File: src/hdl/ndsag_pkg.sv
package ndsag_pkg;

	localparam int NAXES      = 3;
	localparam int COORD_BITS = 12;
	localparam int SIZE_W     = COORD_BITS + 1;
	localparam int REG_W      = 13;
	localparam int CFG_IDX_W  = 3;
	localparam int REGION_W   = 12;
	localparam int CTR_IN_W   = 16;
	localparam int SRC_W      = 36;
	localparam int DST_W      = 48;
	localparam int CNT_W      = 36;
	localparam int VOL_W      = 3 * COORD_BITS + 1;
	localparam int VOL_LO     = 18;
	localparam int BXY_W      = 2 * SIZE_W;
	localparam int DXY_W      = 2 * COORD_BITS + 1;
	localparam int MY_W       = COORD_BITS + SIZE_W;
	localparam int SXY_W      = MY_W + 1;

	localparam logic [SIZE_W-1:0] SIZE_MAX = SIZE_W'(1) << COORD_BITS;

	localparam logic CMD_START = 1'b0;
	localparam logic CMD_STEP  = 1'b1;

	localparam logic [CFG_IDX_W-1:0] REG_DATA_SIZE_X = 3'd0;
	localparam logic [CFG_IDX_W-1:0] REG_DATA_SIZE_Y = 3'd1;
	localparam logic [CFG_IDX_W-1:0] REG_DATA_SIZE_Z = 3'd2;
	localparam logic [CFG_IDX_W-1:0] REG_BOX_SIZE_X  = 3'd3;
	localparam logic [CFG_IDX_W-1:0] REG_BOX_SIZE_Y  = 3'd4;
	localparam logic [CFG_IDX_W-1:0] REG_BOX_SIZE_Z  = 3'd5;

	typedef struct packed {
		logic                command;
		logic [REGION_W-1:0] region_index;
		logic [CTR_IN_W-1:0] center_x;
		logic [CTR_IN_W-1:0] center_y;
		logic [CTR_IN_W-1:0] center_z;
	} cmd_t;

	typedef struct packed {
		logic                  idle_flag;
		logic [SRC_W-1:0]      src_index;
		logic [DST_W-1:0]      dst_index;
		logic [COORD_BITS-1:0] src_x;
		logic [COORD_BITS-1:0] src_y;
		logic [COORD_BITS-1:0] src_z;
		logic [COORD_BITS-1:0] box_x;
		logic [COORD_BITS-1:0] box_y;
		logic [COORD_BITS-1:0] box_z;
		logic                  last_element;
	} elem_t;

	// effective sizes, already clamped and forced to 1 on unused axes
	typedef struct packed {
		logic [NAXES-1:0][SIZE_W-1:0] data_size;
		logic [NAXES-1:0][SIZE_W-1:0] box_size;
	} cfg_t;

	typedef struct packed {
		logic                             is_start;
		logic                             idle;
		logic                             last;
		logic [REGION_W-1:0]              region;
		logic [BXY_W-1:0]                 bxy;
		logic [SIZE_W-1:0]                bz;
		logic [NAXES-1:0][COORD_BITS-1:0] sc;
		logic [NAXES-1:0][COORD_BITS-1:0] off;
		logic [CNT_W-1:0]                 count;
	} beat_t;

	function automatic logic [SIZE_W-1:0] eff_size(input logic [REG_W-1:0] v);
		logic [SIZE_W-1:0] r;
		if (v == '0) begin
			r = SIZE_W'(1);
		end else if (SIZE_W'(v) > SIZE_MAX) begin
			r = SIZE_MAX;
		end else begin
			r = SIZE_W'(v);
		end
		return r;
	endfunction

endpackage

File: src/hdl/ndsag_addr.sv
module ndsag_addr (
	input  logic             clk,
	input  logic             arst_n,
	input  logic             beat_valid,
	output logic             beat_ready,
	input  ndsag_pkg::beat_t beat,
	input  ndsag_pkg::cfg_t  sizes,
	output logic             elem_valid,
	input  logic             elem_ready,
	output ndsag_pkg::elem_t elem
);
	import ndsag_pkg::*;

	// stage 3
	logic                             v_s3;
	logic                             start_s3;
	logic                             idle_s3;
	logic                             last_s3;
	logic [REGION_W-1:0]              region_s3;
	logic [VOL_W-1:0]                 vol_s3;
	logic [MY_W-1:0]                  my_s3;
	logic [DXY_W-1:0]                 dxy_s3;
	logic [NAXES-1:0][COORD_BITS-1:0] sc_s3;
	logic [NAXES-1:0][COORD_BITS-1:0] off_s3;
	logic [CNT_W-1:0]                 cnt_s3;

	// stage 4
	logic                             v_s4;
	logic                             start_s4;
	logic                             idle_s4;
	logic                             last_s4;
	logic [REGION_W+VOL_LO-1:0]       plo_s4;
	logic [REGION_W+VOL_W-VOL_LO-1:0] phi_s4;
	logic [SXY_W-1:0]                 sxy_s4;
	logic [SRC_W-1:0]                 mz_s4;
	logic [NAXES-1:0][COORD_BITS-1:0] sc_s4;
	logic [NAXES-1:0][COORD_BITS-1:0] off_s4;
	logic [CNT_W-1:0]                 cnt_s4;

	logic                             out_valid_q;
	elem_t                            elem_q;
	logic [DST_W-1:0]                 dst_base_q;

	logic                             out_free;
	logic                             leave_s4;
	logic                             take_s4;
	logic                             leave_s3;
	logic                             take_s3;
	logic [3*SIZE_W-1:0]              vol_full;
	logic [BXY_W-1:0]                 dxy_full;
	logic [MY_W-1:0]                  my_d;
	logic [REGION_W+VOL_LO-1:0]       plo_d;
	logic [REGION_W+VOL_W-VOL_LO-1:0] phi_d;
	logic [COORD_BITS+DXY_W-1:0]      mz_full;
	logic [SXY_W-1:0]                 sxy_d;
	elem_t                            elem_d;

	// starts never take the output slot, so they drain from stage 4 unconditionally
	assign out_free   = !out_valid_q || elem_ready;
	assign leave_s4   = v_s4 && (start_s4 || out_free);
	assign take_s4    = !v_s4 || leave_s4;
	assign leave_s3   = v_s3 && take_s4;
	assign take_s3    = !v_s3 || leave_s3;
	assign beat_ready = take_s3;

	assign vol_full = beat.bxy * beat.bz;
	assign dxy_full = sizes.data_size[0] * sizes.data_size[1];
	assign my_d     = beat.sc[1] * sizes.data_size[0];

	assign plo_d   = region_s3 * vol_s3[VOL_LO-1:0];
	assign phi_d   = region_s3 * vol_s3[VOL_W-1:VOL_LO];
	assign mz_full = sc_s3[2] * dxy_s3;
	assign sxy_d   = SXY_W'(sc_s3[0]) + SXY_W'(my_s3);

	always_comb begin
		elem_d              = '0;
		elem_d.idle_flag    = idle_s4;
		elem_d.src_index    = SRC_W'(sxy_s4) + mz_s4;
		elem_d.dst_index    = idle_s4 ? '0 : dst_base_q + DST_W'(cnt_s4);
		elem_d.src_x        = sc_s4[0];
		elem_d.src_y        = sc_s4[1];
		elem_d.src_z        = sc_s4[2];
		elem_d.box_x        = off_s4[0];
		elem_d.box_y        = off_s4[1];
		elem_d.box_z        = off_s4[2];
		elem_d.last_element = last_s4;
	end

	always_ff @(posedge clk or negedge arst_n) begin
		if (!arst_n) begin
			v_s3        <= 1'b0;
			v_s4        <= 1'b0;
			out_valid_q <= 1'b0;
			dst_base_q  <= '0;
		end else begin
			if (take_s3) begin
				v_s3 <= beat_valid;
			end
			if (take_s4) begin
				v_s4 <= leave_s3;
			end
			if (leave_s4 && start_s4) begin
				dst_base_q <= DST_W'(plo_s4) +
					{phi_s4[DST_W-VOL_LO-1:0], {VOL_LO{1'b0}}};
			end
			if (leave_s4 && !start_s4) begin
				out_valid_q <= 1'b1;
			end else if (elem_ready) begin
				out_valid_q <= 1'b0;
			end
		end
	end

	always_ff @(posedge clk) begin
		if (beat_valid && take_s3) begin
			start_s3  <= beat.is_start;
			idle_s3   <= beat.idle;
			last_s3   <= beat.last;
			region_s3 <= beat.region;
			vol_s3    <= vol_full[VOL_W-1:0];
			my_s3     <= my_d;
			dxy_s3    <= dxy_full[DXY_W-1:0];
			sc_s3     <= beat.sc;
			off_s3    <= beat.off;
			cnt_s3    <= beat.count;
		end
		if (leave_s3) begin
			start_s4 <= start_s3;
			idle_s4  <= idle_s3;
			last_s4  <= last_s3;
			plo_s4   <= plo_d;
			phi_s4   <= phi_d;
			sxy_s4   <= sxy_d;
			mz_s4    <= mz_full[SRC_W-1:0];
			sc_s4    <= sc_s3;
			off_s4   <= off_s3;
			cnt_s4   <= cnt_s3;
		end
		if (leave_s4 && !start_s4) begin
			elem_q <= elem_d;
		end
	end

	assign elem_valid = out_valid_q;
	assign elem       = elem_q;

endmodule

File: config.mk
export PLATFORM = sky130hd
export DESIGN_NAME = ndsag_addr
export DESIGN_NICKNAME = d
export VERILOG_FILES = /design/src/hdl/ndsag_pkg.sv /design/src/hdl/ndsag_addr.sv
export SDC_FILE = /design/constraint.sdc
export NUM_CORES = 2
export LEC_CHECK = 0
export BUFFER_PORTS_ARGS = -buffer_cell sky130_fd_sc_hd__buf_2
export CAP_MARGIN = 0
export CORE_ASPECT_RATIO = 1.4
export CORE_MARGIN = 2
export CORE_UTILIZATION = 55
export DETAILED_ROUTE_END_ITERATION = 8
export GPL_TIMING_DRIVEN = 0
export HOLD_SLACK_MARGIN = 0.05
export PLACE_DENSITY = 0.76
export REMOVE_ABC_BUFFERS = 1
export SYNTH_ARGS = -nofsm -noshare
export SYNTH_HDL_FRONTEND = slang
export SYNTH_SLANG_ARGS = --single-unit
File: constraint.sdc
create_clock -name clk -period 11 [get_ports clk]
set_clock_uncertainty 0.15 [all_clocks]
set_input_delay 2.2 -clock clk [delete_from_list [all_inputs] [get_ports clk]]
set_output_delay 2.2 -clock clk [all_outputs]
set_load 0.02 [all_outputs]
==> results.ini <==
[detailed_routing]
avgViaCountPerCell = 5.42
wl_um = 148000
ant_nets = 0
drc_errors = 0
drt_iter0_markers = 2430
wire_per_inst_um = 17.2
drt-pass1-iter-count = 6
vias = 46546

[synthesis]
synth_top_family_by_area = adder cells
synth-edff-count = 601
yosysUniqueCellTypes = 81
yosys.area_share.simple_pct = 13.4
synth.avg_cell_area_um2 = 10.2
synthAdderAreaFrac_pct = 39.7
synth_compound_area_share_pct = 6.18
synthCells = 6757
yosysSeqAreaShare_pct = 28.1
synth_area_um2 = 68900
synth-xor-area-share_pct = 3.37
async_flop_share_pct = 7.82
yosys-mux-area-fraction_pct = 0.342
ys_seq_elements = 652
yosysWarnings = 0
synth_flop_cell = edfxtp_1

[timing]
slew_violations = 0
rsz0062_at_grt = false
setup_viol = 0
hold_violations = 0
min_period_ps = 7910
relSlewSlack_pct = 3.60
fmax_mhz = 126
tightestPinTransition_ps = 1450
fin_crit_sh_pct = 71.9

[cts]
clkSinkCount = 652
cts_root_buf = clkbuf_16
clock_path_buffers = 3
cts-hold-fix-buffers = 0
htree_num_levels = 2
cts-resized-gates = 0
path_clk_slew_ps = 70
clk_latency_ps = 680
cts_setup_buffers = 0
cts_tree = done
numCtsBuffers = 61

[global_route]
track_usage_pct = 23.9
grt_overflow_total = 0
grt_max_degree = 70
grt_pass1_wl_um = 249000
antenna_found_initial = 9
grt_pass1_vias = 51364

[critical_path]
worst-endpoint-required_ps = 11260
arrival_ps = 8170
worstSetupPathType = primary input to flop
cp-start-kind = primary input
cp_max_fo = 26
end_kind = flop

[cells_and_area]
drive_above_1_share_pct = 7.63
syn_to_final_growth_pct = 7.88
multi_input_comb_area_um2 = 43400
fillers = 10076
final_cells = 8592
final_nets = 8705
layout.area.seq_um2 = 19300
utilization_pct = 59.8

[die]
pin_count = 404
fp.dieH_um = 423
fp-row-count = 153
fp.coreArea_um2 = 124000
die_area_um2 = 128000
initial_core_util_pct = 55.4
die_w_um = 303

[min_path]
hold_class = flop to flop

[place]
place.gp.congestion = 0.891
hpwl_um = 114000
io_buffers = 351
placedCellCount = 8464

[outcome]
run_status = finished clean

[run]
drv_cap = 0

-- state kept, by name, summed over array words and instances (netlist names), 36 cells and up --
signal      flops
sc_s3          36
off_s3         36
dst_base_q     48
elem_d         72
cnt_s4         36
mz_s4          36
elem          158
cnt_s3         36
vol_s3         37
-- layout make-up --
class / instances / share of cell area (%)
multi-input cells: 4462 / 58.4
flip-flops and latches: 652 / 26.0
inverters: 1354 / 6.84
repair buffers: 377 / 3.21
well taps: 1627 / 2.74
clock buffers: 67 / 2.08
clock inverters: 46 / 0.685
diodes: 7 / 0.0236
-- cells in the final DEF (no fill, tap or decap), drive strengths merged, types with 31 or more instances in the layout --
cell type	Yosys	routed
a21o	107	107
o21ai	144	144
nand3	63	63
a21oi	183	183
clkbuf	285	67
xor2	83	83
edfxtp	601	601
dfrtp	51	51
xnor2	182	182
inv	1354	1367
and2	485	485
ha	498	498
nor2	178	178
nand2	1079	1079
buf	4	377
fa	1055	1055
nand2b	31	31
-- critical path: stages --
cell       delay, ps
buf_2            480
nand2_1          170
fa_1             570
inv_1             50
fa_1             490
inv_1             50
fa_1             550
fa_1             430
fa_1             540
inv_1             60
ha_1             340
a21oi_1          160
o21ai_0          160
a2111oi_2        420
o21ai_1          190
a41oi_2          290
o21ai_2          140
a221o_1          380
o31ai_4          210
mux2i_1          200
nand2_1           70
-- per-layer routing --
layer | GRT usage, % | up-vias | share of wire (%)
li1 | - | 21295 | -
met2 | 41.9 | 1420 | 50
met1 | 30.1 | 23523 | 41
met3 | 3.59 | 300 | 6.1
met4 | 7.92 | 8 | 2.8
met5 | 0 | - | 0.037
-- kinds of logic after synthesis --
group	count (synthesis)
simple gates	1986
buf+inv	1643
fa+ha+maj	1553
flops	652
compound gates	637
xor+xnor	265
mux	21
-- path summary, 6_finish.rpt --
path,start,endpoint,slack (ps),cells after the start
hold reg to reg,elem_d[47],elem[47],260,0
setup reg to reg,sc_s3[27],mz_s4[35],3860,20
max in group asynchronous,arst_n,dst_base_q[10],8800,1
hold / removal,elem_d[47],elem[47],260,0
min in group asynchronous,arst_n,v_s4,1400,1
setup / recovery,beat[112],vol_s3[35],3090,21
-- synthesized netlist by cell type (all sizes together) (4+ instances only) --
master   number  area, um^2
nor4          9        56.3
a21boi       10        75.1
o31ai        10         108
a31oi        12        75.1
o21ai       144         743
a221oi        7        73.8
a21o        107         803
nand2      1079        4050
edfxtp      601       18000
fa         1055       21100
or4          12        90.1
xor2         83         727
a311oi        4        35.0
or3           8        50.1
and2        485        3040
xnor2       182        1590
dfrtp        51        1280
o31a          7        61.3
nor2b        27         176
a311o         7        70.1
and3         26         163
o21bai       29         218
ha          498        6230
clkbuf      285        1070
a21oi       183         920
nand3        63         315
inv        1354        5080
a41oi         6        75.1
nand2b       31         194
o21a         27         203
nor3         29         145
o211ai        9        67.6
o21ba         4        40.0
a211oi       20         163
mux2         20         225
a2111oi       6        77.6
o41ai         5        70.1
buf           4        17.5
nor2        178         668
nand4        29         181
o311ai        5        43.8
o2111ai       9        78.8
-- metrics by stage --
| step | worst slack [ps] | setup TNS [ps] | hold WS [ps] | area [um^2] |
|---|---|---|---|---|
| floorplan | -2640 | -615690 | 250 | 67800 |
| global placement | -7920 | -2241920 | 251 | 71600 |
| detailed placement | 2440 | 0 | 255 | 72000 |
| CTS | 3170 | 0 | 253 | 74100 |
| global route | 2740 | 0 | 260 | 74300 |
| finish | 3090 | 0 | 255 | 74300 |
Power is not shown: default switching activity piles up to over one toggle a cycle in this logic, so the estimate is an artifact.
