### config.mk
export PLATFORM = sky130hd
export DESIGN_NAME = ndsag_cfg
export DESIGN_NICKNAME = d
export VERILOG_FILES = /design/src/hdl/ndsag_pkg.sv /design/src/hdl/ndsag_cfg.sv
export SDC_FILE = /design/constraint.sdc
export NUM_CORES = 1
export LEC_CHECK = 0
export BUFFER_PORTS_ARGS = -buffer_cell sky130_fd_sc_hd__buf_4
export CORE_MARGIN = 2
export CORE_UTILIZATION = 55
export DETAILED_ROUTE_END_ITERATION = 12
export PLACE_DENSITY = 0.83
export SLEW_MARGIN = 20
export SYNTH_ARGS = -nofsm -noshare
export SYNTH_HDL_FRONTEND = slang
export SYNTH_SLANG_ARGS = --single-unit
### constraint.sdc
create_clock -name clk -period 1.44 [get_ports clk]
set_input_delay 0.144 -clock clk [delete_from_list [all_inputs] [get_ports clk]]
set_output_delay 0.144 -clock clk [all_outputs]
set_load 0.02 [all_outputs]
### src/hdl/ndsag_pkg.sv
package ndsag_pkg;

	localparam int NAXES      = 3;
	localparam int COORD_BITS = 12;
	localparam int SIZE_W     = COORD_BITS + 1;
	localparam int REG_W      = 13;
	localparam int CFG_IDX_W  = 3;
	localparam int REGION_W   = 12;
	localparam int CTR_IN_W   = 16;
	localparam int SRC_W      = 36;
	localparam int DST_W      = 48;
	localparam int CNT_W      = 36;
	localparam int VOL_W      = 3 * COORD_BITS + 1;
	localparam int VOL_LO     = 18;
	localparam int BXY_W      = 2 * SIZE_W;
	localparam int DXY_W      = 2 * COORD_BITS + 1;
	localparam int MY_W       = COORD_BITS + SIZE_W;
	localparam int SXY_W      = MY_W + 1;

	localparam logic [SIZE_W-1:0] SIZE_MAX = SIZE_W'(1) << COORD_BITS;

	localparam logic CMD_START = 1'b0;
	localparam logic CMD_STEP  = 1'b1;

	localparam logic [CFG_IDX_W-1:0] REG_DATA_SIZE_X = 3'd0;
	localparam logic [CFG_IDX_W-1:0] REG_DATA_SIZE_Y = 3'd1;
	localparam logic [CFG_IDX_W-1:0] REG_DATA_SIZE_Z = 3'd2;
	localparam logic [CFG_IDX_W-1:0] REG_BOX_SIZE_X  = 3'd3;
	localparam logic [CFG_IDX_W-1:0] REG_BOX_SIZE_Y  = 3'd4;
	localparam logic [CFG_IDX_W-1:0] REG_BOX_SIZE_Z  = 3'd5;

	typedef struct packed {
		logic                command;
		logic [REGION_W-1:0] region_index;
		logic [CTR_IN_W-1:0] center_x;
		logic [CTR_IN_W-1:0] center_y;
		logic [CTR_IN_W-1:0] center_z;
	} cmd_t;

	typedef struct packed {
		logic                  idle_flag;
		logic [SRC_W-1:0]      src_index;
		logic [DST_W-1:0]      dst_index;
		logic [COORD_BITS-1:0] src_x;
		logic [COORD_BITS-1:0] src_y;
		logic [COORD_BITS-1:0] src_z;
		logic [COORD_BITS-1:0] box_x;
		logic [COORD_BITS-1:0] box_y;
		logic [COORD_BITS-1:0] box_z;
		logic                  last_element;
	} elem_t;

	// effective sizes, already clamped and forced to 1 on unused axes
	typedef struct packed {
		logic [NAXES-1:0][SIZE_W-1:0] data_size;
		logic [NAXES-1:0][SIZE_W-1:0] box_size;
	} cfg_t;

	typedef struct packed {
		logic                             is_start;
		logic                             idle;
		logic                             last;
		logic [REGION_W-1:0]              region;
		logic [BXY_W-1:0]                 bxy;
		logic [SIZE_W-1:0]                bz;
		logic [NAXES-1:0][COORD_BITS-1:0] sc;
		logic [NAXES-1:0][COORD_BITS-1:0] off;
		logic [CNT_W-1:0]                 count;
	} beat_t;

	function automatic logic [SIZE_W-1:0] eff_size(input logic [REG_W-1:0] v);
		logic [SIZE_W-1:0] r;
		if (v == '0) begin
			r = SIZE_W'(1);
		end else if (SIZE_W'(v) > SIZE_MAX) begin
			r = SIZE_MAX;
		end else begin
			r = SIZE_W'(v);
		end
		return r;
	endfunction

endpackage

### src/hdl/ndsag_cfg.sv
module ndsag_cfg #(
	parameter int DIMS = 3
) (
	input  logic                            clk,
	input  logic                            arst_n,
	input  logic                            cfg_we,
	input  logic [ndsag_pkg::CFG_IDX_W-1:0] cfg_index,
	input  logic [ndsag_pkg::REG_W-1:0]     cfg_data,
	output ndsag_pkg::cfg_t                 sizes
);
	import ndsag_pkg::*;

	logic [NAXES-1:0][REG_W-1:0] data_size_q;
	logic [NAXES-1:0][REG_W-1:0] box_size_q;

	always_ff @(posedge clk or negedge arst_n) begin
		if (!arst_n) begin
			data_size_q <= {13'd1, 13'd64, 13'd64};
			box_size_q  <= {13'd1, 13'd8, 13'd8};
		end else if (cfg_we) begin
			unique case (cfg_index)
				REG_DATA_SIZE_X: data_size_q[0] <= cfg_data;
				REG_DATA_SIZE_Y: data_size_q[1] <= cfg_data;
				REG_DATA_SIZE_Z: data_size_q[2] <= cfg_data;
				REG_BOX_SIZE_X:  box_size_q[0]  <= cfg_data;
				REG_BOX_SIZE_Y:  box_size_q[1]  <= cfg_data;
				REG_BOX_SIZE_Z:  box_size_q[2]  <= cfg_data;
				default: ;
			endcase
		end
	end

	always_comb begin
		for (int d = 0; d < NAXES; d++) begin
			if (d < DIMS) begin
				sizes.data_size[d] = eff_size(data_size_q[d]);
				sizes.box_size[d]  = eff_size(box_size_q[d]);
			end else begin
				sizes.data_size[d] = SIZE_W'(1);
				sizes.box_size[d]  = SIZE_W'(1);
			end
		end
	end

endmodule

==> results of run 1 <==
==> sequential cells by signal, summed over array words and instances, names as in the netlist <==
signal       count
data_size_q     39
box_size_q      39
==> power groups by stage <==
stage	registers [mW]	logic (mW)	clock network, mW
final	3.18	3.04	1.81
after detailed placement	3.12	2.67	0
after global placement	3.10	2.59	0
after floorplan	2.99	1.62	0
after CTS	3.13	2.88	1.82
after global routing	3.24	3.22	1.93
==> routing by layer <==
| layer | up-vias | GRT usage | part of all wire |
|---|---|---|---|
| li1 | 1199 | - | - |
| met1 | 1322 | 0.342 | 0.41 |
| met2 | 91 | 0.415 | 0.52 |
| met3 | 21 | 0.0438 | 0.046 |
| met4 | 0 | 0.118 | 0.027 |
| met5 | - | 0 | 0 |
==> metrics by stage <==
stage / hold slack [ps] / setup TNS, ps
2_1_floorplan: -152 / 0
3_3_place_gp: 63.3 / 0
3_5_place_dp: 69.9 / 0
4_1_cts: 96.3 / -537
5_1_grt: 95.6 / -1540
6_report: 105 / -805
==> repair_timing <==
item | 4_1_cts | 5_1_grt
hold endpoints to repair | 22 | 0
setup endpoints to repair | 8 | 19
cloned | 0 | 0
gates resized for setup | 26 | 25
buffers inserted | 12 | 6
pin swaps | 16 | 10
hold buffers | 1 | 0
==> placed cells by master, fill, tap and decap left out, drive strengths merged <==
cell           n
a32o           6
and4bb         3
buf          125
bufinv         2
clkbuf        11
clkinv         2
dfrtp         72
dfstp          6
dlygate4sd3    1
inv            6
mux2          78
nand4b         2
nor2b         66
nor4          18
nor4b          1
==> worst max-delay path: cells and delay by family (launching register included) <==
kind / cells / cell delay, ps
DFF: 1 / 450
AOI/OAI and AO/OA: 1 / 210
and+or+nand+nor: 1 / 370
buffers and inverters: 1 / 140
==> path summary, 6_finish.rpt <==
path / start / to / slack, ps
max: box_size_q[21] / sizes[13] / -230
min: cfg_data[8] / data_size_q[8] / 110
max reg2reg: data_size_q[12] / data_size_q[12] / 230
min reg2reg: box_size_q[0] / box_size_q[0] / 530
max in group asynchronous: arst_n / box_size_q[3] / 660
min in group asynchronous: arst_n / box_size_q[21] / 230
==> cell type report <==
cell class              instances  area (sq um)  share of cell area
clock inverters                 4          70.1              0.0139
clock buffers                  11           151              0.0299
flip-flops and latches         78          1960               0.388
repair buffers                126          1030               0.205
well taps                      77          96.3              0.0190
inverters                       6          22.5             0.00445
multi-input cells             174          1720               0.340
==> logic make-up (layout without fill, tap and decap cells) <==
| kind of cell | Yosys count | count (layout) | share of synthesized area |
|---|---|---|---|
| muxes | 78 | 78 | 0.241 |
| DFF | 78 | 78 | 0.538 |
| and+or+nand+nor | 90 | 90 | 0.169 |
| buffers and inverters | 24 | 147 | 0.0350 |
| AOI/OAI and AO/OA | 6 | 6 | 0.0165 |
==> Flow_metrics.wiki, run 1 <==
{| class="wikitable"
! Metric !! Value
|-
| Result of the run || complete, but fails checks
|-
| Violations in the final reports || negative setup slack
|-
| Number of instances on the worst hold path || 2
|-
| Via density per instance || 5.53
|-
| Maximum buffer depth of the clock tree || 2
|-
| Shortest clock period the worst path allows after layout || 1670 ps
|-
| Syn Inst Count || 276
|-
| Detail Route Antenna Nets || 0
|-
| Cell count of the worst reg-to-reg path || 4
|-
| Core ar. || about 6400 sq um
|-
| Slowest cell on crit path || sky130_fd_sc_hd__dfrtp_1
|-
| Net switching power figure || between 2 and 3 mW
|-
| Main flop type after synthesis || sky130_fd_sc_hd__dfrtp_1
|-
| Transition at the pin with the smallest max-transition slack || approximately 340 ps
|-
| Kind of critical path || reg2out
|-
| Sum of routed wire length over all layers || 9.48 mm
|-
| Highest ir drop seen on vdd || 1140 uV
|-
| Crit path setup slack, layout || -229 ps
|-
| Placed Cells || around 440
|-
| Delay of the slowest cell on the worst path || ~450 ps
|-
| Height of the die || 85.4 microns
|-
| GPL Wtd Cong || 0.804
|-
| Final antenna diode count || 0
|-
| Boundary pin count || 97
|-
| Power share of the clock group || 0.225
|-
| Synthesized netlist net count || 295
|-
| Share of Yosys cell area claimed by the top area cell type || 0.495
|-
| First-pass GRT wire length || 14.0 mm
|-
| DIE WIDTH || 85.4 microns
|-
| Cell area power density || 1590 nW/um^2
|-
| Final core utilization || 0.792
|-
| Final instance count without filler cells || 476
|-
| Comb power frac || 0.378
|-
| Max Clock Freq || 599 MHz
|-
| Arr. time, crit path || 1530 ps
|-
| Count of fill cells added during filler insertion || ~380
|-
| Most common cell in the synthesized netlist || sky130_fd_sc_hd__mux2_2
|-
| Detail-routed net length per standard cell || 19.9 microns
|-
| IO buf count || 96
|-
| Share of async-settable or async-resettable flops after synthesis || 1.00
|-
| DR iter-0 viols || 136
|-
| Post-Place Cell Area || approximately 4500 sq um
|-
| Count of endpoints failing setup in the final report || 11
|-
| Number of slew-limit violations in the final report || 0
|-
| Std-Cell Rows || 29
|-
| MaxCap Viol Count || 0
|-
| Total track usage || 0.257
|-
| Skew final || 0 ps
|-
| Number of antenna violations at the first check in global routing || 0
|-
| Switching fraction of total power || 0.335
|-
| Final non-filler cell area || 5060 sq um
|-
| Syn. warnings || 0
|-
| CTS buffer count || 9
|-
| Series of cell instances along the critical path || nor4_1 -> a32o_1 -> buf_4
|-
| H-Tree Level Count || 3
|-
| Final worst-path cycle share || 1.16
|-
| Synthesized area per cell || 13.2 sq um
|-
| RSZ-0062 raised after global routing || yes
|-
| Largest net degree at the start of global routing || 31
|-
| Routed via count || between 2000 and 3000
|-
| Required time of the critical path || approximately 1300 ps
|-
| Worst slack at placement || 166 ps
|-
| Library cell occupying the most area in the post-synthesis netlist || sky130_fd_sc_hd__dfrtp_1
|-
| Standby leakage power || 2.29 nW
|-
| Clock tree from TritonCTS || built
|-
| Peak fanout along the critical path || 3
|-
| Count of unresolved DRC violations after routing || 0
|-
| Initial Util || 0.570
|-
| Proportion of power drawn by flip-flops and latches || 0.396
|-
| Register area share after synthesis || 0.538
|-
| First-pass DRT Iterations || 4
|-
| Type of destination of the critical path || output pin
|-
| Via count of the first global-routing pass || between 2000 and 3000
|-
| Net count, final || 414
|-
| EDFF count, synth || 0
|-
| Detail Placement HPWL || 6.04 mm
|-
| Headroom to the max-slew limit || 0.775
|-
| Worst setup SP type || flop
|-
| Post-synth design cell area || approximately 3600 sq um
|-
| Power Internal || 5.34 mW
|-
| Worst skew pair latency || 340 ps
|-
| Floorplan die area || 7290 sq um
|-
| Buffer type at the clock tree root || sky130_fd_sc_hd__clkbuf_8
|-
| Overall power of the completed layout || 8.03 mW
|-
| Yosys cell types || 13
|-
| Total clock sinks || between 70 and 80
|-
| Yosys reg bits || 78
|-
| Synth-to-layout area growth || 38.9%
|-
| HP Class || in2reg
|-
| Top post-synthesis cells by area || sky130_fd_sc_hd__dfrtp_1 (49%), sky130_fd_sc_hd__mux2_2 (24%), sky130_fd_sc_hd__nor2b_1 (11%), sky130_fd_sc_hd__dfstp_2 (4.3%), sky130_fd_sc_hd__nor4_1 (3.1%)
|-
| Remaining global-route overflow || 0
|-
| CTS clk-pin slew, worst paths || 80 ps
|-
| Proportion of layout cells with a drive suffix above 1 || 0.654
|-
| Most frequent cells after synthesis || sky130_fd_sc_hd__mux2_2 (78), sky130_fd_sc_hd__dfrtp_1 (72), sky130_fd_sc_hd__nor2b_1 (66), sky130_fd_sc_hd__nor4_1 (18), sky130_fd_sc_hd__clkbuf_1 (12)
|-
| Hold Violations, Final || 0
|}
(Power assumes the default switching activity.)
==> inputs of run 2 (changes only) <==
- TNS_END_PERCENT: not set -> 5
==> Flow_metrics.wiki, run 2 (synthesis gave the netlist of run 1 again) <==
{| class="wikitable"
! Metric !! Value
|-
| Commonest non-fill, non-tap cells in the layout || sky130_fd_sc_hd__buf_4 (105), sky130_fd_sc_hd__mux2_2 (78), sky130_fd_sc_hd__dfrtp_1 (70)
|-
| HP Class || in2reg
|-
| Number of antenna violations at the first check in global routing || 0 (unchanged)
|-
| Type of destination of the critical path || output pin
|-
| Cell area power density || 1590 nW/um^2 (about the same)
|-
| Startpoint of the worst register-to-register path || data_size_q[12]
|-
| Detail Route Antenna Nets || 0 (unchanged)
|-
| Worst setup SP type || flop
|-
| Maximum buffer depth of the clock tree || 2 (unchanged)
|-
| Core ar. || 6390 sq um (unchanged)
|-
| Reg-to-reg slack, setup || 320 ps (+90 ps)
|-
| Largest net degree at the start of global routing || 31 (unchanged)
|-
| Required time of the critical path || 1300 ps (about the same)
|-
| Cell count of the worst reg-to-reg path || 3 (-1)
|-
| Standby leakage power || 2.20 nW (-3.9%)
|-
| Arr. time, crit path || 1420 ps (-110 ps)
|-
| HP Start || cfg_data[8]
|-
| Net count, final || 401 (-3.1%)
|-
| Headroom to the max-slew limit || 0.777 (+0.00232)
|-
| Capture instance of the worst register-to-register path || data_size_q[12]
|-
| Skew final || 0 ps (unchanged)
|-
| Power share of the clock group || 0.230 (+0.005)
|-
| Crit path setup slack, layout || -125 ps (+105 ps)
|-
| Shortest clock period the worst path allows after layout || 1560 ps (-105 ps)
|-
| Net switching power figure || 2.60 mW (-3.4%)
|-
| Count of endpoints failing setup in the final report || 13 (+2)
|-
| Slowest cell on crit path || sky130_fd_sc_hd__dfrtp_2
|-
| Peak fanout along the critical path || 5 (+2)
|-
| Switching fraction of total power || 0.333 (-0.00168)
|-
| Detail-routed net length per standard cell || 19.1 microns (-4.0%)
|-
| Via count of the first global-routing pass || 2544 (-2.3%)
|-
| Violations in the final reports || negative setup slack
|-
| Synth-to-layout area growth || 35.0%
|-
| Number of slew-limit violations in the final report || 0 (unchanged)
|-
| Delay of the slowest cell on the worst path || 450 ps (about the same)
|-
| Final antenna diode count || 0 (unchanged)
|-
| MaxCap Viol Count || 0 (unchanged)
|-
| Beginning of the critical path || data_size_q[12]
|-
| Height of the die || 85.4 microns (unchanged)
|-
| CTS clk-pin slew, worst paths || 80 ps (about the same)
|-
| Count of fill cells added during filler insertion || 395 (+5.3%)
|-
| Std-Cell Rows || 29 (unchanged)
|-
| Worst skew pair latency || 340 ps (about the same)
|-
| Detail Placement HPWL || 6.04 mm (unchanged)
|-
| Floorplan die area || 7290 sq um (unchanged)
|-
| CP endpoint || sizes[39]
|-
| Count of unresolved DRC violations after routing || 0 (unchanged)
|-
| GPL Wtd Cong || 0.804 (unchanged)
|-
| Proportion of layout cells with a drive suffix above 1 || 0.637 (-0.0168)
|-
| Final core utilization || 0.770 (-0.0225)
|-
| DIE WIDTH || 85.4 microns (unchanged)
|-
| Via density per instance || 5.59 (+1.1%)
|-
| Buffer type at the clock tree root || sky130_fd_sc_hd__clkbuf_8
|-
| Max Clock Freq || 639 MHz (+6.7%)
|-
| CTS buffer count || 9 (unchanged)
|-
| Power Internal || 5.20 mW (-2.7%)
|-
| Clock tree from TritonCTS || built
|-
| IO buf count || 96 (unchanged)
|-
| Final worst-path cycle share || 1.09 (-0.0727)
|-
| Most frequent standard cell in the layout excluding fill and tap cells || sky130_fd_sc_hd__buf_4
|-
| Result of the run || complete, but fails checks
|-
| Remaining global-route overflow || 0 (unchanged)
|-
| Initial Util || 0.570 (unchanged)
|-
| RSZ-0062 raised after global routing || yes
|-
| Transition at the pin with the smallest max-transition slack || 335 ps (-0.393 ps)
|-
| First-pass DRT Iterations || 4 (unchanged)
|-
| Hold Violations, Final || 0 (unchanged)
|-
| H-Tree Level Count || 3 (unchanged)
|-
| Registers with the most flip-flops || box_size_q: 39 flops, data_size_q: 39 flops
|-
| Sum of routed wire length over all layers || 8.85 mm (-6.6%)
|-
| Highest ir drop seen on vdd || 1090 uV (-4.3%)
|-
| Total Neg Setup Slack || -837 ps (-32.4 ps)
|-
| Comb power frac || 0.362 (-0.016)
|-
| DR iter-0 viols || 115 (-15%)
|-
| Total clock sinks || 78 (unchanged)
|-
| Routed via count || 2590 (-1.6%)
|-
| Total track usage || 0.253 (-0.00426)
|-
| Kind of critical path || reg2out
|-
| Boundary pin count || 97 (unchanged)
|-
| Series of cell instances along the critical path || nor4_4 -> a32o_2 -> buf_6
|-
| Proportion of power drawn by flip-flops and latches || 0.408 (+0.012)
|-
| Overall power of the completed layout || 7.79 mW (-2.9%)
|-
| First-pass GRT wire length || 13.8 mm (-1.5%)
|}
==> run 2: per-stage QoR <==
stage / setup slack [ps] / cell area (sq um) / cells / hold WS (ps)
after floorplan: 313 / 3640 / 276 / -152
after global placement: 207 / 4470 / 442 / 63.3
after detailed placement: 166 / 4470 / 442 / 69.9
after CTS: -143 / 4820 / 460 / 96.3
after global routing: -169 / 4910 / 463 / 99.7
final: -125 / 4910 / 463 / 110
==> run 2: power groups by stage <==
stage	Sequential (mW)	Combinational [mW]	Clock, mW
3_5_place_dp	3.12	2.67	0
3_3_place_gp	3.10	2.59	0
5_1_grt	3.25	2.99	1.91
2_1_floorplan	2.99	1.62	0
6_report	3.18	2.82	1.79
4_1_cts	3.15	2.75	1.82
==> run 2: what timing repair did <==
item / in CTS / in global routing
gates resized for setup: 19 / 19
pin swaps: 7 / 7
setup buffers: 2 / 3
endpoints found under the setup margin: 8 / 22
hold endpoints to repair: 22 / 0
hold buffers: 1 / 0
==> run 2: worst min-delay path by stage <==
stage,cells past startpoint,end,slack (ps)
CTS,2,data_size_q[8],100
finish,2,data_size_q[8],110
global route,2,data_size_q[8],100
floorplan,0,box_size_q[0],-150
detailed placement,1,data_size_q[37],70
global placement,1,data_size_q[36],60
==> run 2: routing by layer <==
layer / wire length, microns / share of wire / track usage
met1: 3740 / 0.42 / 0.342
met2: 4480 / 0.51 / 0.411
met3: 340 / 0.038 / 0.0379
met4: 289 / 0.033 / 0.105
met5: 0 / 0 / 0
==> run 2: critical path: cells and delay by family (launching register included) <==
kind,cells,cell delay (ps)
buffers and inverters,1,120
AND/OR/NAND/NOR,1,280
flip-flops,1,450
AO/OA/AOI/OAI,1,220
==> run 2: area by class of cell <==
type | count | area, sq um | area share
clock inverter | 4 | 70.1 | 0.0143
clock buffer | 11 | 151 | 0.0308
multi-input combinational | 174 | 1710 | 0.348
timing repair buffer | 113 | 903 | 0.184
inverter | 6 | 22.5 | 0.00458
tap | 77 | 96.3 | 0.0196
sequential | 78 | 1960 | 0.399
