[src/hdl/ndsag_pkg.sv]
package ndsag_pkg;

	localparam int NAXES      = 3;
	localparam int COORD_BITS = 12;
	localparam int SIZE_W     = COORD_BITS + 1;
	localparam int REG_W      = 13;
	localparam int CFG_IDX_W  = 3;
	localparam int REGION_W   = 12;
	localparam int CTR_IN_W   = 16;
	localparam int SRC_W      = 36;
	localparam int DST_W      = 48;
	localparam int CNT_W      = 36;
	localparam int VOL_W      = 3 * COORD_BITS + 1;
	localparam int VOL_LO     = 18;
	localparam int BXY_W      = 2 * SIZE_W;
	localparam int DXY_W      = 2 * COORD_BITS + 1;
	localparam int MY_W       = COORD_BITS + SIZE_W;
	localparam int SXY_W      = MY_W + 1;

	localparam logic [SIZE_W-1:0] SIZE_MAX = SIZE_W'(1) << COORD_BITS;

	localparam logic CMD_START = 1'b0;
	localparam logic CMD_STEP  = 1'b1;

	localparam logic [CFG_IDX_W-1:0] REG_DATA_SIZE_X = 3'd0;
	localparam logic [CFG_IDX_W-1:0] REG_DATA_SIZE_Y = 3'd1;
	localparam logic [CFG_IDX_W-1:0] REG_DATA_SIZE_Z = 3'd2;
	localparam logic [CFG_IDX_W-1:0] REG_BOX_SIZE_X  = 3'd3;
	localparam logic [CFG_IDX_W-1:0] REG_BOX_SIZE_Y  = 3'd4;
	localparam logic [CFG_IDX_W-1:0] REG_BOX_SIZE_Z  = 3'd5;

	typedef struct packed {
		logic                command;
		logic [REGION_W-1:0] region_index;
		logic [CTR_IN_W-1:0] center_x;
		logic [CTR_IN_W-1:0] center_y;
		logic [CTR_IN_W-1:0] center_z;
	} cmd_t;

	typedef struct packed {
		logic                  idle_flag;
		logic [SRC_W-1:0]      src_index;
		logic [DST_W-1:0]      dst_index;
		logic [COORD_BITS-1:0] src_x;
		logic [COORD_BITS-1:0] src_y;
		logic [COORD_BITS-1:0] src_z;
		logic [COORD_BITS-1:0] box_x;
		logic [COORD_BITS-1:0] box_y;
		logic [COORD_BITS-1:0] box_z;
		logic                  last_element;
	} elem_t;

	// effective sizes, already clamped and forced to 1 on unused axes
	typedef struct packed {
		logic [NAXES-1:0][SIZE_W-1:0] data_size;
		logic [NAXES-1:0][SIZE_W-1:0] box_size;
	} cfg_t;

	typedef struct packed {
		logic                             is_start;
		logic                             idle;
		logic                             last;
		logic [REGION_W-1:0]              region;
		logic [BXY_W-1:0]                 bxy;
		logic [SIZE_W-1:0]                bz;
		logic [NAXES-1:0][COORD_BITS-1:0] sc;
		logic [NAXES-1:0][COORD_BITS-1:0] off;
		logic [CNT_W-1:0]                 count;
	} beat_t;

	function automatic logic [SIZE_W-1:0] eff_size(input logic [REG_W-1:0] v);
		logic [SIZE_W-1:0] r;
		if (v == '0) begin
			r = SIZE_W'(1);
		end else if (SIZE_W'(v) > SIZE_MAX) begin
			r = SIZE_MAX;
		end else begin
			r = SIZE_W'(v);
		end
		return r;
	endfunction

endpackage

[src/hdl/ndsag_seq.sv]
module ndsag_seq #(
	parameter int FRAC_BITS = 4
) (
	input  logic              clk,
	input  logic              arst_n,
	input  logic              cmd_valid,
	output logic              cmd_ready,
	input  ndsag_pkg::cmd_t   cmd,
	input  ndsag_pkg::cfg_t   sizes,
	output logic              beat_valid,
	input  logic              beat_ready,
	output ndsag_pkg::beat_t  beat
);
	import ndsag_pkg::*;

	localparam int SUM_W = CTR_IN_W + 2;
	localparam int CEN_W = CTR_IN_W - FRAC_BITS + 2;
	localparam int ORG_W = ((CEN_W > SIZE_W) ? CEN_W : SIZE_W) + 1;
	localparam logic [SUM_W-1:0] HALF_LSB = SUM_W'((1 << FRAC_BITS) >> 1);

	logic                             v_s1;
	cmd_t                             cmd_s1;
	logic                             v_s2;
	beat_t                            beat_s2;

	logic                             active_q;
	logic [NAXES-1:0][COORD_BITS-1:0] origin_q;
	logic [NAXES-1:0][COORD_BITS-1:0] offset_q;
	logic [CNT_W-1:0]                 count_q;

	logic                             take_s2;
	logic                             leave_s1;
	logic                             is_start;
	logic [NAXES-1:0][CTR_IN_W-1:0]   ctr;
	logic [NAXES-1:0][COORD_BITS-1:0] new_origin;
	logic [NAXES-1:0][COORD_BITS-1:0] sc;
	logic [NAXES-1:0][COORD_BITS-1:0] next_off;
	logic [NAXES-1:0]                 notend;
	logic                             last;
	logic [BXY_W-1:0]                 bxy;
	beat_t                            beat_d;

	assign take_s2   = !v_s2 || beat_ready;
	assign leave_s1  = v_s1 && take_s2;
	assign cmd_ready = !v_s1 || leave_s1;
	assign is_start  = (cmd_s1.command == CMD_START);
	assign ctr       = {cmd_s1.center_z, cmd_s1.center_y, cmd_s1.center_x};
	assign bxy       = sizes.box_size[0] * sizes.box_size[1];

	// box origin: round center half up, go one-based, back off half the box, fit in data
	always_comb begin
		logic [SUM_W-1:0] rnd;
		logic [CEN_W-1:0] cen;
		logic [ORG_W-1:0] c_ext, b, ds, hb, org;
		for (int d = 0; d < NAXES; d++) begin
			rnd   = {2'b00, ctr[d]} + HALF_LSB;
			cen   = CEN_W'(rnd >> FRAC_BITS) + CEN_W'(1);
			c_ext = ORG_W'(cen);
			b     = ORG_W'(sizes.box_size[d]);
			ds    = ORG_W'(sizes.data_size[d]);
			hb    = (b + ORG_W'(1)) >> 1;
			org   = (c_ext > hb) ? c_ext - hb : '0;
			if (org + b > ds - ORG_W'(1)) begin
				org = (ds > b) ? ds - b : '0;
			end
			new_origin[d] = COORD_BITS'(org);
		end
	end

	// column-major walk: axis zero fastest, carry into the next axis on wrap
	always_comb begin
		logic carry;
		carry = 1'b1;
		for (int d = 0; d < NAXES; d++) begin
			notend[d] = (SIZE_W'(offset_q[d]) + SIZE_W'(1)) < sizes.box_size[d];
			sc[d]     = origin_q[d] + offset_q[d];
			next_off[d] = offset_q[d];
			if (carry) begin
				if (notend[d]) begin
					next_off[d] = offset_q[d] + COORD_BITS'(1);
					carry = 1'b0;
				end else begin
					next_off[d] = '0;
				end
			end
		end
		last = ~|notend;
	end

	always_comb begin
		beat_d = '0;
		if (is_start) begin
			beat_d.is_start = 1'b1;
			beat_d.region   = cmd_s1.region_index;
			beat_d.bxy      = bxy;
			beat_d.bz       = sizes.box_size[2];
		end else if (active_q) begin
			beat_d.last  = last;
			beat_d.sc    = sc;
			beat_d.off   = offset_q;
			beat_d.count = count_q;
		end else begin
			beat_d.idle = 1'b1;
		end
	end

	always_ff @(posedge clk or negedge arst_n) begin
		if (!arst_n) begin
			v_s1     <= 1'b0;
			v_s2     <= 1'b0;
			active_q <= 1'b0;
			origin_q <= '0;
			offset_q <= '0;
			count_q  <= '0;
		end else begin
			if (cmd_ready) begin
				v_s1 <= cmd_valid;
			end
			if (take_s2) begin
				v_s2 <= leave_s1;
			end
			if (leave_s1) begin
				if (is_start) begin
					origin_q <= new_origin;
					offset_q <= '0;
					count_q  <= '0;
					active_q <= 1'b1;
				end else if (active_q) begin
					offset_q <= next_off;
					count_q  <= count_q + CNT_W'(1);
					if (last) begin
						active_q <= 1'b0;
					end
				end
			end
		end
	end

	always_ff @(posedge clk) begin
		if (cmd_valid && cmd_ready) begin
			cmd_s1 <= cmd;
		end
		if (leave_s1) begin
			beat_s2 <= beat_d;
		end
	end

	assign beat_valid = v_s2;
	assign beat       = beat_s2;

endmodule

[config.mk]
export PLATFORM = sky130hd
export DESIGN_NAME = ndsag_seq
export DESIGN_NICKNAME = d
export VERILOG_FILES = /design/src/hdl/ndsag_pkg.sv /design/src/hdl/ndsag_seq.sv
export SDC_FILE = /design/constraint.sdc
export NUM_CORES = 1
export LEC_CHECK = 0
export BUFFER_PORTS_ARGS = -buffer_cell sky130_fd_sc_hd__buf_4
export CAP_MARGIN = 20
export CORE_ASPECT_RATIO = 1.75
export CORE_MARGIN = 2
export CORE_UTILIZATION = 41
export DETAILED_ROUTE_END_ITERATION = 10
export HOLD_SLACK_MARGIN = 0.1
export PLACE_DENSITY = 0.62
export SLEW_MARGIN = 20
export SYNTH_ARGS = -nofsm -noshare
export SYNTH_HDL_FRONTEND = slang
export SYNTH_SLANG_ARGS = --single-unit
[constraint.sdc]
create_clock -name clk -period 12.4 [get_ports clk]
set_clock_uncertainty 0.15 [all_clocks]
set_input_delay 0.62 -clock clk [delete_from_list [all_inputs] [get_ports clk]]
set_output_delay 0.62 -clock clk [all_outputs]
set_load 0.01 [all_outputs]
==> results of run 1 <==
[cell type report]
cell class	instances	share of cell area, %
Inverter	249	2.77
Tap cell	917	3.37
Timing Repair Buffer	364	8.42
Clock buffer	45	2.75
Clock inverter	17	0.500
Sequential cell	325	27.1
Multi-Input combinational cell	2444	55.1
[per-layer routing]
layer / GRT usage (%) / vias to the layer above
li1: - / 11614
met1: 25.9 / 11542
met2: 45.4 / 649
met3: 2.61 / 213
met4: 13.6 / 2
met5: 0 / -
[per-stage QoR]
step	worst slack [ns]	cell area, sq um
2_1_floorplan	5.17	29300
3_3_place_gp	3.19	32300
3_5_place_dp	3.03	32300
4_1_cts	2.97	34000
5_1_grt	2.56	34000
6_report	3.23	34000
[power by group]
group | total (mW) | leakage, nW | internal, mW | switching [mW]
Combinational | 2.59 | 11.2 | 1.09 | 1.50
Clock | 1.04 | 0.536 | 0.563 | 0.474
Sequential | 1.47 | 3.60 | 1.36 | 0.104
[cells by family (layout without fill, tap and decap cells)]
logic type                 after synthesis  in the layout  share of synthesized area (%)
AOI/OAI and AO/OA                      547            547                           12.7
xor gates and xnor gates               291            291                           8.79
adders and majority gates              452            452                           22.7
buffers and inverters                  344            675                           4.58
DFF                                    325            325                           31.5
muxes                                    2              2                         0.0727
and+or+nand+nor                       1152           1152                           19.6
[what timing repair did]
item                                   CTS  global route
resized for setup                        0             0
hold buffers                            54             0
endpoints found under the hold margin  105             0
setup buffers                            0             0
[worst paths after layout]
| kind | startpoint | end | slack [ns] | cells past startpoint |
|---|---|---|---|---|
| setup / recovery | cmd_s1[19]$_DFFE_PP_ | origin_q[20]$_DFFE_PN0P_ | 3.23 | 31 |
| hold / removal | beat_ready | beat_valid$_DFFE_PN0P_ | 0.19 | 3 |
| setup reg to reg | cmd_s1[19]$_DFFE_PP_ | origin_q[20]$_DFFE_PN0P_ | 3.23 | 31 |
| hold reg to reg | origin_q[6]$_DFFE_PN0P_ | origin_q[6]$_DFFE_PN0P_ | 0.36 | 2 |
| max in group asynchronous | arst_n | origin_q[15]$_DFFE_PN0P_ | 10.31 | 3 |
| min in group asynchronous | arst_n | count_q[12]$_DFFE_PN0P_ | 0.48 | 2 |
[flip-flops by register name, indices dropped and copies added (netlist names)]
name	count
beat	162
cmd_s1	52
count_q	36
offset_q	36
origin_q	36
active_q	1
beat_valid	1
v_s1	1
[layout by cell type, fill, tap and decap left out, types with 15 or more instances in the layout]
cell and instances:
and3_1 102, nor2b_1 51, dlygate4sd3_1 54, nor3_1 96
or3_1 38, o211ai_1 22, clkbuf_16 35, fa_1 133
and2_1 36, o21ai_0 123, nand3_1 84, buf_4 309
a21oi_1 120, edfxtp_1 214, nand2_1 270, nor4_1 22
xnor2_1 192, a21o_1 47, o21a_1 24, nor2_1 302
inv_1 243, o221ai_1 15, nand2b_1 31, ha_1 318
dfrtp_1 110, o21ai_1 15, xor2_1 97, nand4_1 45
[worst max-delay path: cells and delay by family (launching register included)]
kind            cells  cell delay [ns]
flops               1             0.42
simple gates       10             2.12
xor+xnor            3             0.76
fa+ha+maj           6             1.89
compound gates     12             3.71
==> results summary, run 1 <==
The required time of the critical path is 12.75 ns. The highest layer touched by signal routing is met5. The clock-pin transition on the worst setup and hold timing paths came out at roughly 0.070 ns.

The CTS H-tree depth is 2. After detailed routing, the number of remaining DRC violations is 0. TritonCTS built the clock tree.

The worst setup path is captured at a flop. STA classifies the critical path startpoint as a flop. Ranked by instance count, the synthesized netlist is headed by ha_1 (318), nor2_1 (303), nand2_1 (271).

The count of endpoints failing setup in the final report came out at 0. The tightest min-delay check is of the input port to flop type. The mean instance size in the synthesized netlist is roughly 9.4 sq um.

The post-synthesis net count is 3707. The area growth from synthesis to layout is 16.2%. The final routed wirelength across all metal layers came out at about 89000 um.

The number of port buffers is 297. By area the synthesized netlist is led by edfxtp_1 (22%), ha_1 (14%), dfrtp_1 (9.5%). Among all flip-flop cells after synthesis, the most frequent one is edfxtp_1. In this run the clock root is driven by a clkbuf_16.

The top cell type's share of synthesized area is 22.0%. The synthesized area is just under 30000 sq um. The largest total area in the synthesized netlist belongs to edfxtp_1. The core utilization of the finished layout is about half.

The clock net sink count is around 330. The highest fanout seen on the critical path came out at 14. Among the stages of the critical path, the cell type that occurs most often is ha_1. In this run the tightest slew margin relative to its limit is between 20 and 30%.

Routability-driven placement finished with a final weighted congestion of 0.959. Wire segments on met2 add up to around 47000 um in the final route. The clock latency at the later pin of the worst-skew pair is a little under 0.6 ns.

The actual transition at the worst max-transition pin is around 1.1 ns. Entering global routing, the biggest net connects 97 pins. The fill cell total of the finished layout is approximately 6800. The slowest stage of the critical path is the a2111oi_2 cell. The total design power came out at 5.09 mW. The layout cell share with drive strength beyond 1 is between 10% and 20%.

The number of hold-slack violations in the final timing report came out at 0. In the detailed route, the total length drawn on met3 is around 3300 um. The first-iteration detailed-routing DRC count is between 1000 and 1500. The die boundary width is approximately 210 um. The total area inside the core boundary comes to 70700 sq um.

The max-slew violation total from the final report came out at 0. For this run, the detailed router's first-pass iteration total came to 5. Row generation in the floorplan step produced roughly 130 rows. The remaining number of nets flagged by the antenna check after routing is 0.

The leakage power figure is around 15 nW. The longest clock path from root to sink contains 3 buffers. The average wire per cell in the routed design came out at 20.4 um. The half-perimeter wire length after detailed placement came out at 70200 um. The via count of the routed design came out at roughly 24000. The remaining global-route overflow is 0.

The total clock buffers created by CTS is 34. The met1 wire length came out at 33100 um. The cell with the most instances after synthesis is ha_1. In this run the vertical extent of the chip is approximately 360 um. The global-route wire length before repair is 136000 um. The number of max-capacitance violations reported came out at 0.

The highest ir drop seen on vdd came out at approximately 0.21 mV. The floorplan step defined a die boundary enclosing roughly 74000 sq um. The share of the yosys chip area belonging to registers came out at about a third. The worst path uses about 74% of the clock period. Setup repair after global routing left no endpoint under its margin. Static timing analysis puts the maximum clock frequency at about 110 MHz. Counting distinct cell types in the post-synthesis netlist gives 99.

The fraction of registers with async set/reset is about 34%. The number of warnings issued by yosys came out at 0. The number of global-route vias before repair came out at between 20000 and 25000. In the final design database the tool counted 4012 nets. Global routing used between 20 and 25% of the available tracks across all layers. Yosys mapped a number of flops with a built-in enable equal to roughly 210. The final critical-path required period came out at roughly 9.2 ns.

The cell count after synthesis came out at slightly above 3000. The number of antenna diodes in the final layout is 0. The initial antenna violation count came out at 1. Summing all multi-input logic gate instances after layout gives approximately 19000 sq um. Excluding fillers, the count of instances in the completed layout stands at around 4400. The starting utilization of the core area is 41.4%. The flow ran to the end, and the final reports show no timing, DRC or antenna violations. The setup TNS after final layout is 0 ns. The register bit count reported by yosys came out at approximately 330. The boundary pin count is 307. The mean number of vias per cell came out at 5.51. The post-route worst hold slack came out at roughly 0.19 ns. The worst setup path is of the flop to flop kind.

In this run, placement finished with an instance count of 4245. The critical path arrival came out at roughly 9.5 ns. The total area of sequential cells is ~9200 sq um. The largest stage delay on the critical path is 0.84 ns. The ratio of total power to cell area is ~150 nW/um^2.
Note: power is estimated with default switching activity, not from simulation.
==> run 2: changes to the inputs <==
==> constraint.sdc (replaced) <==
create_clock -name clk -period 9 [get_ports clk]
set_clock_uncertainty 0.15 [all_clocks]
set_input_delay 0.45 -clock clk [delete_from_list [all_inputs] [get_ports clk]]
set_output_delay 0.45 -clock clk [all_outputs]
set_load 0.01 [all_outputs]
==> results summary, run 2 (synthesized netlist as in run 1, its figures left out) <==
The highest ir drop seen on vdd is 0.248 mV (+18%). The fmax came out at 119 MHz (+8.8%). In the layout the commonest cells are buf_4 (324), ha_1 (318), nor2_1 (302), nand2_1 (270), inv_1 (243). The share of total power in combinational logic is 50.7% (-0.2 points).

The part of the total power dissipated in sequential elements came out at 28.7% (about the same). The buffer levels on the longest clock path is 3 (unchanged). The met1 layer usage reported by global route came out at 26.0% (+0.082 points).

The mean number of vias per cell is 5.51 (about the same). The total internal power came to 4.17 mW (+38%). The internal reg-to-reg setup slack came to 0.57 ns (-2.66 ns). The all-layer global routing usage is 24.2% (+0.050 points).

The run finished with clean final reports. The clock network fraction of total power is 20.6% (+0.2 points). The core utilization of the finished layout is 48.3% (+0.18 points).

The final critical-path share of the clock period came out at 93.7% (+20 points). Setup repair after global routing left no endpoint under its margin. The vertical die dimension was 357 um (unchanged). The highest fanout seen on the critical path came out at 13 (-1).

The CTS tree is yes. The starting utilization of the core area came out at 41.4% (unchanged). STA classifies the critical path startpoint as a flop. The count of endpoints failing setup in the final report was 0 (unchanged). The die boundary width is 206 um (unchanged). The slowest stage of the critical path belongs to the cell or4_1. The area added between synthesis and finish is 16.6%.

The half-perimeter wire length after detailed placement is 70200 um (about the same). The row count is 129 (unchanged). The remaining global-route overflow is 0 (unchanged). The met3 demand-to-capacity share in global routing was 2.93% (+0.33 points). The ratio of total power to cell area is 206 nW/um^2 (+38%). After global routing, the most crowded layer is met2. The clock latency at the later pin of the worst-skew pair is 0.59 ns (about the same).

The via count of the routed design came out at 24119 (+0.41%). The total clock buffers created by CTS came to 35 (+2.9%). The total die area came out at 73600 sq um (unchanged). The worst slew margin relative to its limit was 32.5% (+4.7 points). The final net count is 4028 (+0.40%). The weighted congestion at the end of routability-driven global placement came to 0.955 (-0.38%).

The clock net sink count is 325 (unchanged). The actual transition at the worst max-transition pin is 1.01 ns (-0.0735 ns). The required time of the critical path came out at 9.34 ns (-3.41 ns). The critical path arrival came out at 8.77 ns (-0.75 ns). The layout cell share with drive strength beyond 1 came out at 12.8% (+0.55 points). The number of hold-slack violations in the final timing report is 0 (unchanged).

The number of max-capacitance violations reported is 0 (unchanged). The residual DRC count is 0 (unchanged). The largest net degree at the start of global routing came out at 98 (+1.0%). The final critical-path required period came to 8.43 ns (-0.738 ns). The global-route wire length before repair was 136000 um (about the same).

The initial antenna violation count came out at 2 (+1). The clock-pin transition on the worst setup and hold timing paths is 0.06 ns (about the same). The cell type with the highest occurrence count on the critical path is ha_1.

The number of flip-flops in the largest register came out at 162 (unchanged). The switching portion of total power came out at 40.7% (about the same). The first-iteration detailed-routing DRC count came out at 1082 (+6.6%).

The post-CTS setup-driven buffer insertion count came out at 0 (unchanged). The cell sitting at the root of the clock tree is a clkbuf_16. The largest stage delay on the critical path came out at 0.58 ns (-0.26 ns).

The leading cell type in the layout, fill and taps excluded is buf_4. The final routed wirelength across all metal layers came to 88900 um (+0.18%). The switching power summed over all nets was 2.86 mW (+38%). The boundary pin count came out at 307 (unchanged).

The leakage power figure is 15.4 nW (+0.47%). The worst min-delay path class is input port to flop. The setup TNS after final layout came out at 0 ns (unchanged).

The worst setup path is of the flop to flop kind. The iteration count of the initial detailed-routing pass is 5 (unchanged). The average wire per cell in the routed design came out at 20.3 um (-0.24%). The met2 track demand over resource in global routing is 44.6% (-0.87 points). The worst setup path is captured at a flop. The max-slew violation total from the final report came out at 0 (unchanged). The number of global-route vias before repair came out at 24409 (+0.66%).

The core box area is 70700 sq um (unchanged). The fill cell total of the finished layout is 6835 (+0.37%). The remaining number of nets flagged by the antenna check after routing came to 0 (unchanged). The CTS H-tree depth came out at 2 (unchanged). The number of port buffers came to 297 (unchanged).
[run 2: final timing paths]
kind | to | depth (start not counted) | from
setup / recovery | origin_q[4]$_DFFE_PN0P_ | 30 | cmd_s1[36]$_DFFE_PP_
hold / removal | beat[108]$_SDFFCE_PP0P_ | 2 | sizes[26]
setup reg to reg | origin_q[4]$_DFFE_PN0P_ | 30 | cmd_s1[36]$_DFFE_PP_
hold reg to reg | origin_q[3]$_DFFE_PN0P_ | 2 | origin_q[3]$_DFFE_PN0P_
max in group asynchronous | origin_q[22]$_DFFE_PN0P_ | 3 | arst_n
min in group asynchronous | count_q[12]$_DFFE_PN0P_ | 2 | arst_n
[run 2: through the flow]
step	setup WS [ns]	instance area, sq um	power, mW	std cells	hold slack (ns)
6_report	0.570	34100	7.03	4379	0.179
5_1_grt	0.0176	34100	7.61	4378	0.178
4_1_cts	0.546	34100	7.11	4378	0.152
3_5_place_dp	0.586	32500	5.58	4259	0.337
3_3_place_gp	0.718	32500	5.55	4259	0.337
2_1_floorplan	1.77	29300	4.52	3113	0.00441
[run 2: final cells by class]
class / count / area [sq um] / area share [%]
Antenna cell: 1 / 2.50 / 0.00733
Sequential cell: 325 / 9210 / 27.0
Clock buffer: 40 / 915 / 2.68
Inverter: 249 / 942 / 2.76
Timing Repair Buffer: 379 / 2980 / 8.74
Tap cell: 917 / 1150 / 3.36
Multi-Input combinational cell: 2444 / 18700 / 54.9
Clock inverter: 24 / 205 / 0.601
[run 2: critical path, delay by kind of cell (launching register included)]
family                     cells  cell delay [ns]
and+or+nand+nor               12             3.26
DFF                            1             0.45
xor gates and xnor gates       3             0.40
adders and majority gates      4             1.25
AOI/OAI and AO/OA             11             2.84
[run 2: power groups by stage]
stage                     Sequential [mW]  Clock [mW]  Combinational [mW]
after floorplan                      2.05           0                2.46
after global placement               2.05           0                3.51
after detailed placement             2.05           0                3.53
after CTS                            2.02        1.49                3.59
after global routing                 2.04        1.55                4.02
final                                2.02        1.45                3.57
[run 2: timing repair]
| item | CTS | global route |
|---|---|---|
| endpoints found under the hold margin | 101 | 0 |
| hold buffers | 55 | 0 |
| resized for setup | 0 | 0 |
[run 2: metal layers]
layer	share of wire, %	vias to the layer above	wire length [um]
met3	4.3	245	3840
met2	52	654	46200
met4	7.0	0	6250
met5	0	-	0
li1	-	11654	-
met1	37	11566	32700
==> run 3: changes to the inputs <==
==> constraint.sdc (replaced) <==
create_clock -name clk -period 10.7 [get_ports clk]
set_clock_uncertainty 0.15 [all_clocks]
set_input_delay 0.535 -clock clk [delete_from_list [all_inputs] [get_ports clk]]
set_output_delay 0.535 -clock clk [all_outputs]
set_load 0.01 [all_outputs]
==> results summary, run 3 (synthesized netlist as in run 1, its figures left out) <==
The run finished with clean final reports. The CTS H-tree depth is 2 (unchanged). The boundary pin count came out at 307 (unchanged). The cell count after placement came to 4245 (-0.33%).

In the layout the commonest cells are ha_1 (318), buf_4 (310), nor2_1 (302), nand2_1 (270), inv_1 (243). The number of flip-flops in the largest register came out at 162 (unchanged). The worst-case setup slack after placement is 1.87 ns (+1.28 ns). The number of max-capacitance violations reported came out at 0 (unchanged).

The total inserted antenna cells came out at 0 (-1). The max-slew violation total from the final report came out at 0 (unchanged). The setup TNS after final layout came to 0 ns (unchanged).

The clock latency at the later pin of the worst-skew pair is 0.58 ns (about the same). The core box area is 70700 sq um (unchanged). The required time of the critical path came out at 11.04 ns (+1.70 ns). The start point of the worst min-delay path is sizes[26]. The final instance count without filler cells is 4363 (-0.37%). The least setup slack across all paths after layout is 1.77 ns (+1.20 ns). In this run the worst hold path is classified as input port to flop. The all-layer global routing usage is 24.0% (-0.16 points). The largest stage delay on the critical path came out at 0.83 ns (+0.25 ns). The clock net sink count came out at 325 (unchanged). The die boundary width came out at 206 um (unchanged). The buffer levels on the longest clock path came out at 3 (unchanged). The total clock buffers created by CTS is 35 (unchanged).

The layout cell share with drive strength beyond 1 was 12.4% (-0.41 points). The clock-pin transition on the worst setup and hold timing paths came out at 0.06 ns (about the same). STA classifies the critical path startpoint as a flop.

The number of global-route vias before repair is 24349 (-0.25%). The leakage power figure came out at 15.4 nW (-0.25%). By startpoint and endpoint, the worst setup path is classified as flop to flop. The worst setup path is captured at a flop. The iteration count of the initial detailed-routing pass is 5 (unchanged). The number of buffers inserted by hold repair at cts was 55 (unchanged). The row count is 129 (unchanged).

The starting utilization of the core area is 41.4% (unchanged). The global-route wire length before repair was 135000 um (-0.61%). Tracing the worst setup path back leads to its startpoint at cmd_s1[19]$_DFFE_PP_. The weighted congestion at the end of routability-driven global placement came out at 0.950 (-0.60%).

The final critical-path share of the clock period came to 83.4% (-10 points). The core utilization of the finished layout is 48.2% (-0.092 points). The remaining global-route overflow came out at 0 (unchanged). The half-perimeter wire length after detailed placement is 69600 um (-0.85%). The via count of the routed design came out at 24023 (-0.40%). The critical path arrival was 9.27 ns (+0.50 ns). The final routed wirelength across all metal layers came to 88300 um (-0.72%). The average wire per cell in the routed design came to 20.2 um (-0.36%). The vertical die dimension is 357 um (unchanged).

The highest fanout seen on the critical path is 14 (+1). The total die area is 73600 sq um (unchanged). The total placed instance area came out at 32300 sq um (-0.32%).

Counting stages on the worst path, the most repeated cell is ha_1. The library cell used most frequently in the layout, excluding fill and tap cells, is ha_1. The initial antenna violation count is 1 (-1).

The post-route cell area came to 34100 sq um (-0.19%). The actual transition at the worst max-transition pin is 1.07 ns (+0.0577 ns). TritonCTS built the clock tree. The number of port buffers came to 297 (unchanged). The startpoint identified for the worst register-to-register timing path is cmd_s1[19]$_DFFE_PP_.

The worst slew margin relative to its limit is 28.8% (-3.7 points). Setup repair after global routing left no endpoint under its margin. The residual DRC count came out at 0 (unchanged). The largest net degree at the start of global routing is 100 (+2.0%). The fmax is 112 MHz (-5.6%). The first-iteration detailed-routing DRC count is 1135 (+4.9%). Compared with the post-synthesis result, the final layout area differs by 16.4%.

The count of cells resized by post-cts repair came to 0 (unchanged). The highest ir drop seen on vdd is 0.291 mV (+17%). The mean number of vias per cell was 5.51 (about the same). The count of endpoints failing setup in the final report is 0 (unchanged). The number of hold-slack violations in the final timing report came to 0 (unchanged). The final critical-path required period was 8.93 ns (+0.496 ns). The standard cell with the maximum stage delay on the critical path is a2111oi_2. The final net count came out at 4014 (-0.35%). The ratio of total power to cell area came out at 174 nW/um^2 (-15%).

The post-CTS setup-driven buffer insertion count came to 0 (unchanged). The tree is rooted in a clkbuf_16. The remaining number of nets flagged by the antenna check after routing was 0 (unchanged).
[run 3: cell count changes in the layout (fill, tap and decap cells not counted)]
cell / previous run / this run
clkinvlp_2: 1 / 0
buf_4: 324 / 310
inv_16: 2 / 0
clkinv_8: 0 / 1
diode_2: 1 / 0
clkinvlp_4: 5 / 2
clkinv_4: 4 / 2
clkinv_16: 0 / 1
bufinv_16: 1 / 3
clkinv_1: 8 / 9
inv_6: 2 / 4
[run 3: area by class of cell]
type | count | area (sq um)
clock buffer | 40 | 915
clock inverter | 23 | 248
fill | 6754 | 36600
inverter | 249 | 942
multi-input combinational | 2444 | 18700
sequential | 325 | 9210
tap | 917 | 1150
timing repair buffer | 365 | 2880
[run 3: final timing paths]
| path | slack, ns | to | depth (start not counted) |
|---|---|---|---|
| worst min-delay path | 0.25 | beat[108]$_SDFFCE_PP0P_ | 2 |
| worst max register to register | 1.77 | origin_q[17]$_DFFE_PN0P_ | 31 |
| max in group asynchronous | 8.67 | origin_q[17]$_DFFE_PN0P_ | 3 |
| worst min register to register | 0.36 | origin_q[5]$_DFFE_PN0P_ | 2 |
| worst max-delay path | 1.77 | origin_q[17]$_DFFE_PN0P_ | 31 |
| min in group asynchronous | 0.41 | count_q[15]$_DFFE_PN0P_ | 2 |
[run 3: power by group]
| part | internal, mW | switching, mW |
|---|---|---|
| Sequential | 1.58 | 0.117 |
| Combinational | 1.27 | 1.72 |
| Clock | 0.699 | 0.558 |
| Total | 3.54 | 2.39 |
[run 3: layer usage]
metal	vias up	track usage [%]	part of all wire, %
li1	11629	-	-
met1	11484	25.8	37
met2	671	44.6	52
met3	237	2.69	4.3
met4	2	14.6	6.8
met5	-	0	0.015
[run 3: worst max-delay path: cells and delay by family, from the launching register on]
family | cells | cell delay, ns
AO/OA/AOI/OAI | 11 | 3.27
XOR/XNOR | 3 | 0.77
buffers and inverters | 1 | 0.24
AND/OR/NAND/NOR | 10 | 2.08
adder cells (fa/ha/maj) | 6 | 1.90
flip-flops | 1 | 0.41
[run 3: per-stage QoR]
| stage | hold WS, ns | power (mW) |
|---|---|---|
| floorplan | 0.0894 | 3.80 |
| global placement | 0.341 | 4.66 |
| detailed placement | 0.337 | 4.67 |
| CTS | 0.215 | 6.00 |
| global route | 0.233 | 6.42 |
| finish | 0.248 | 5.93 |
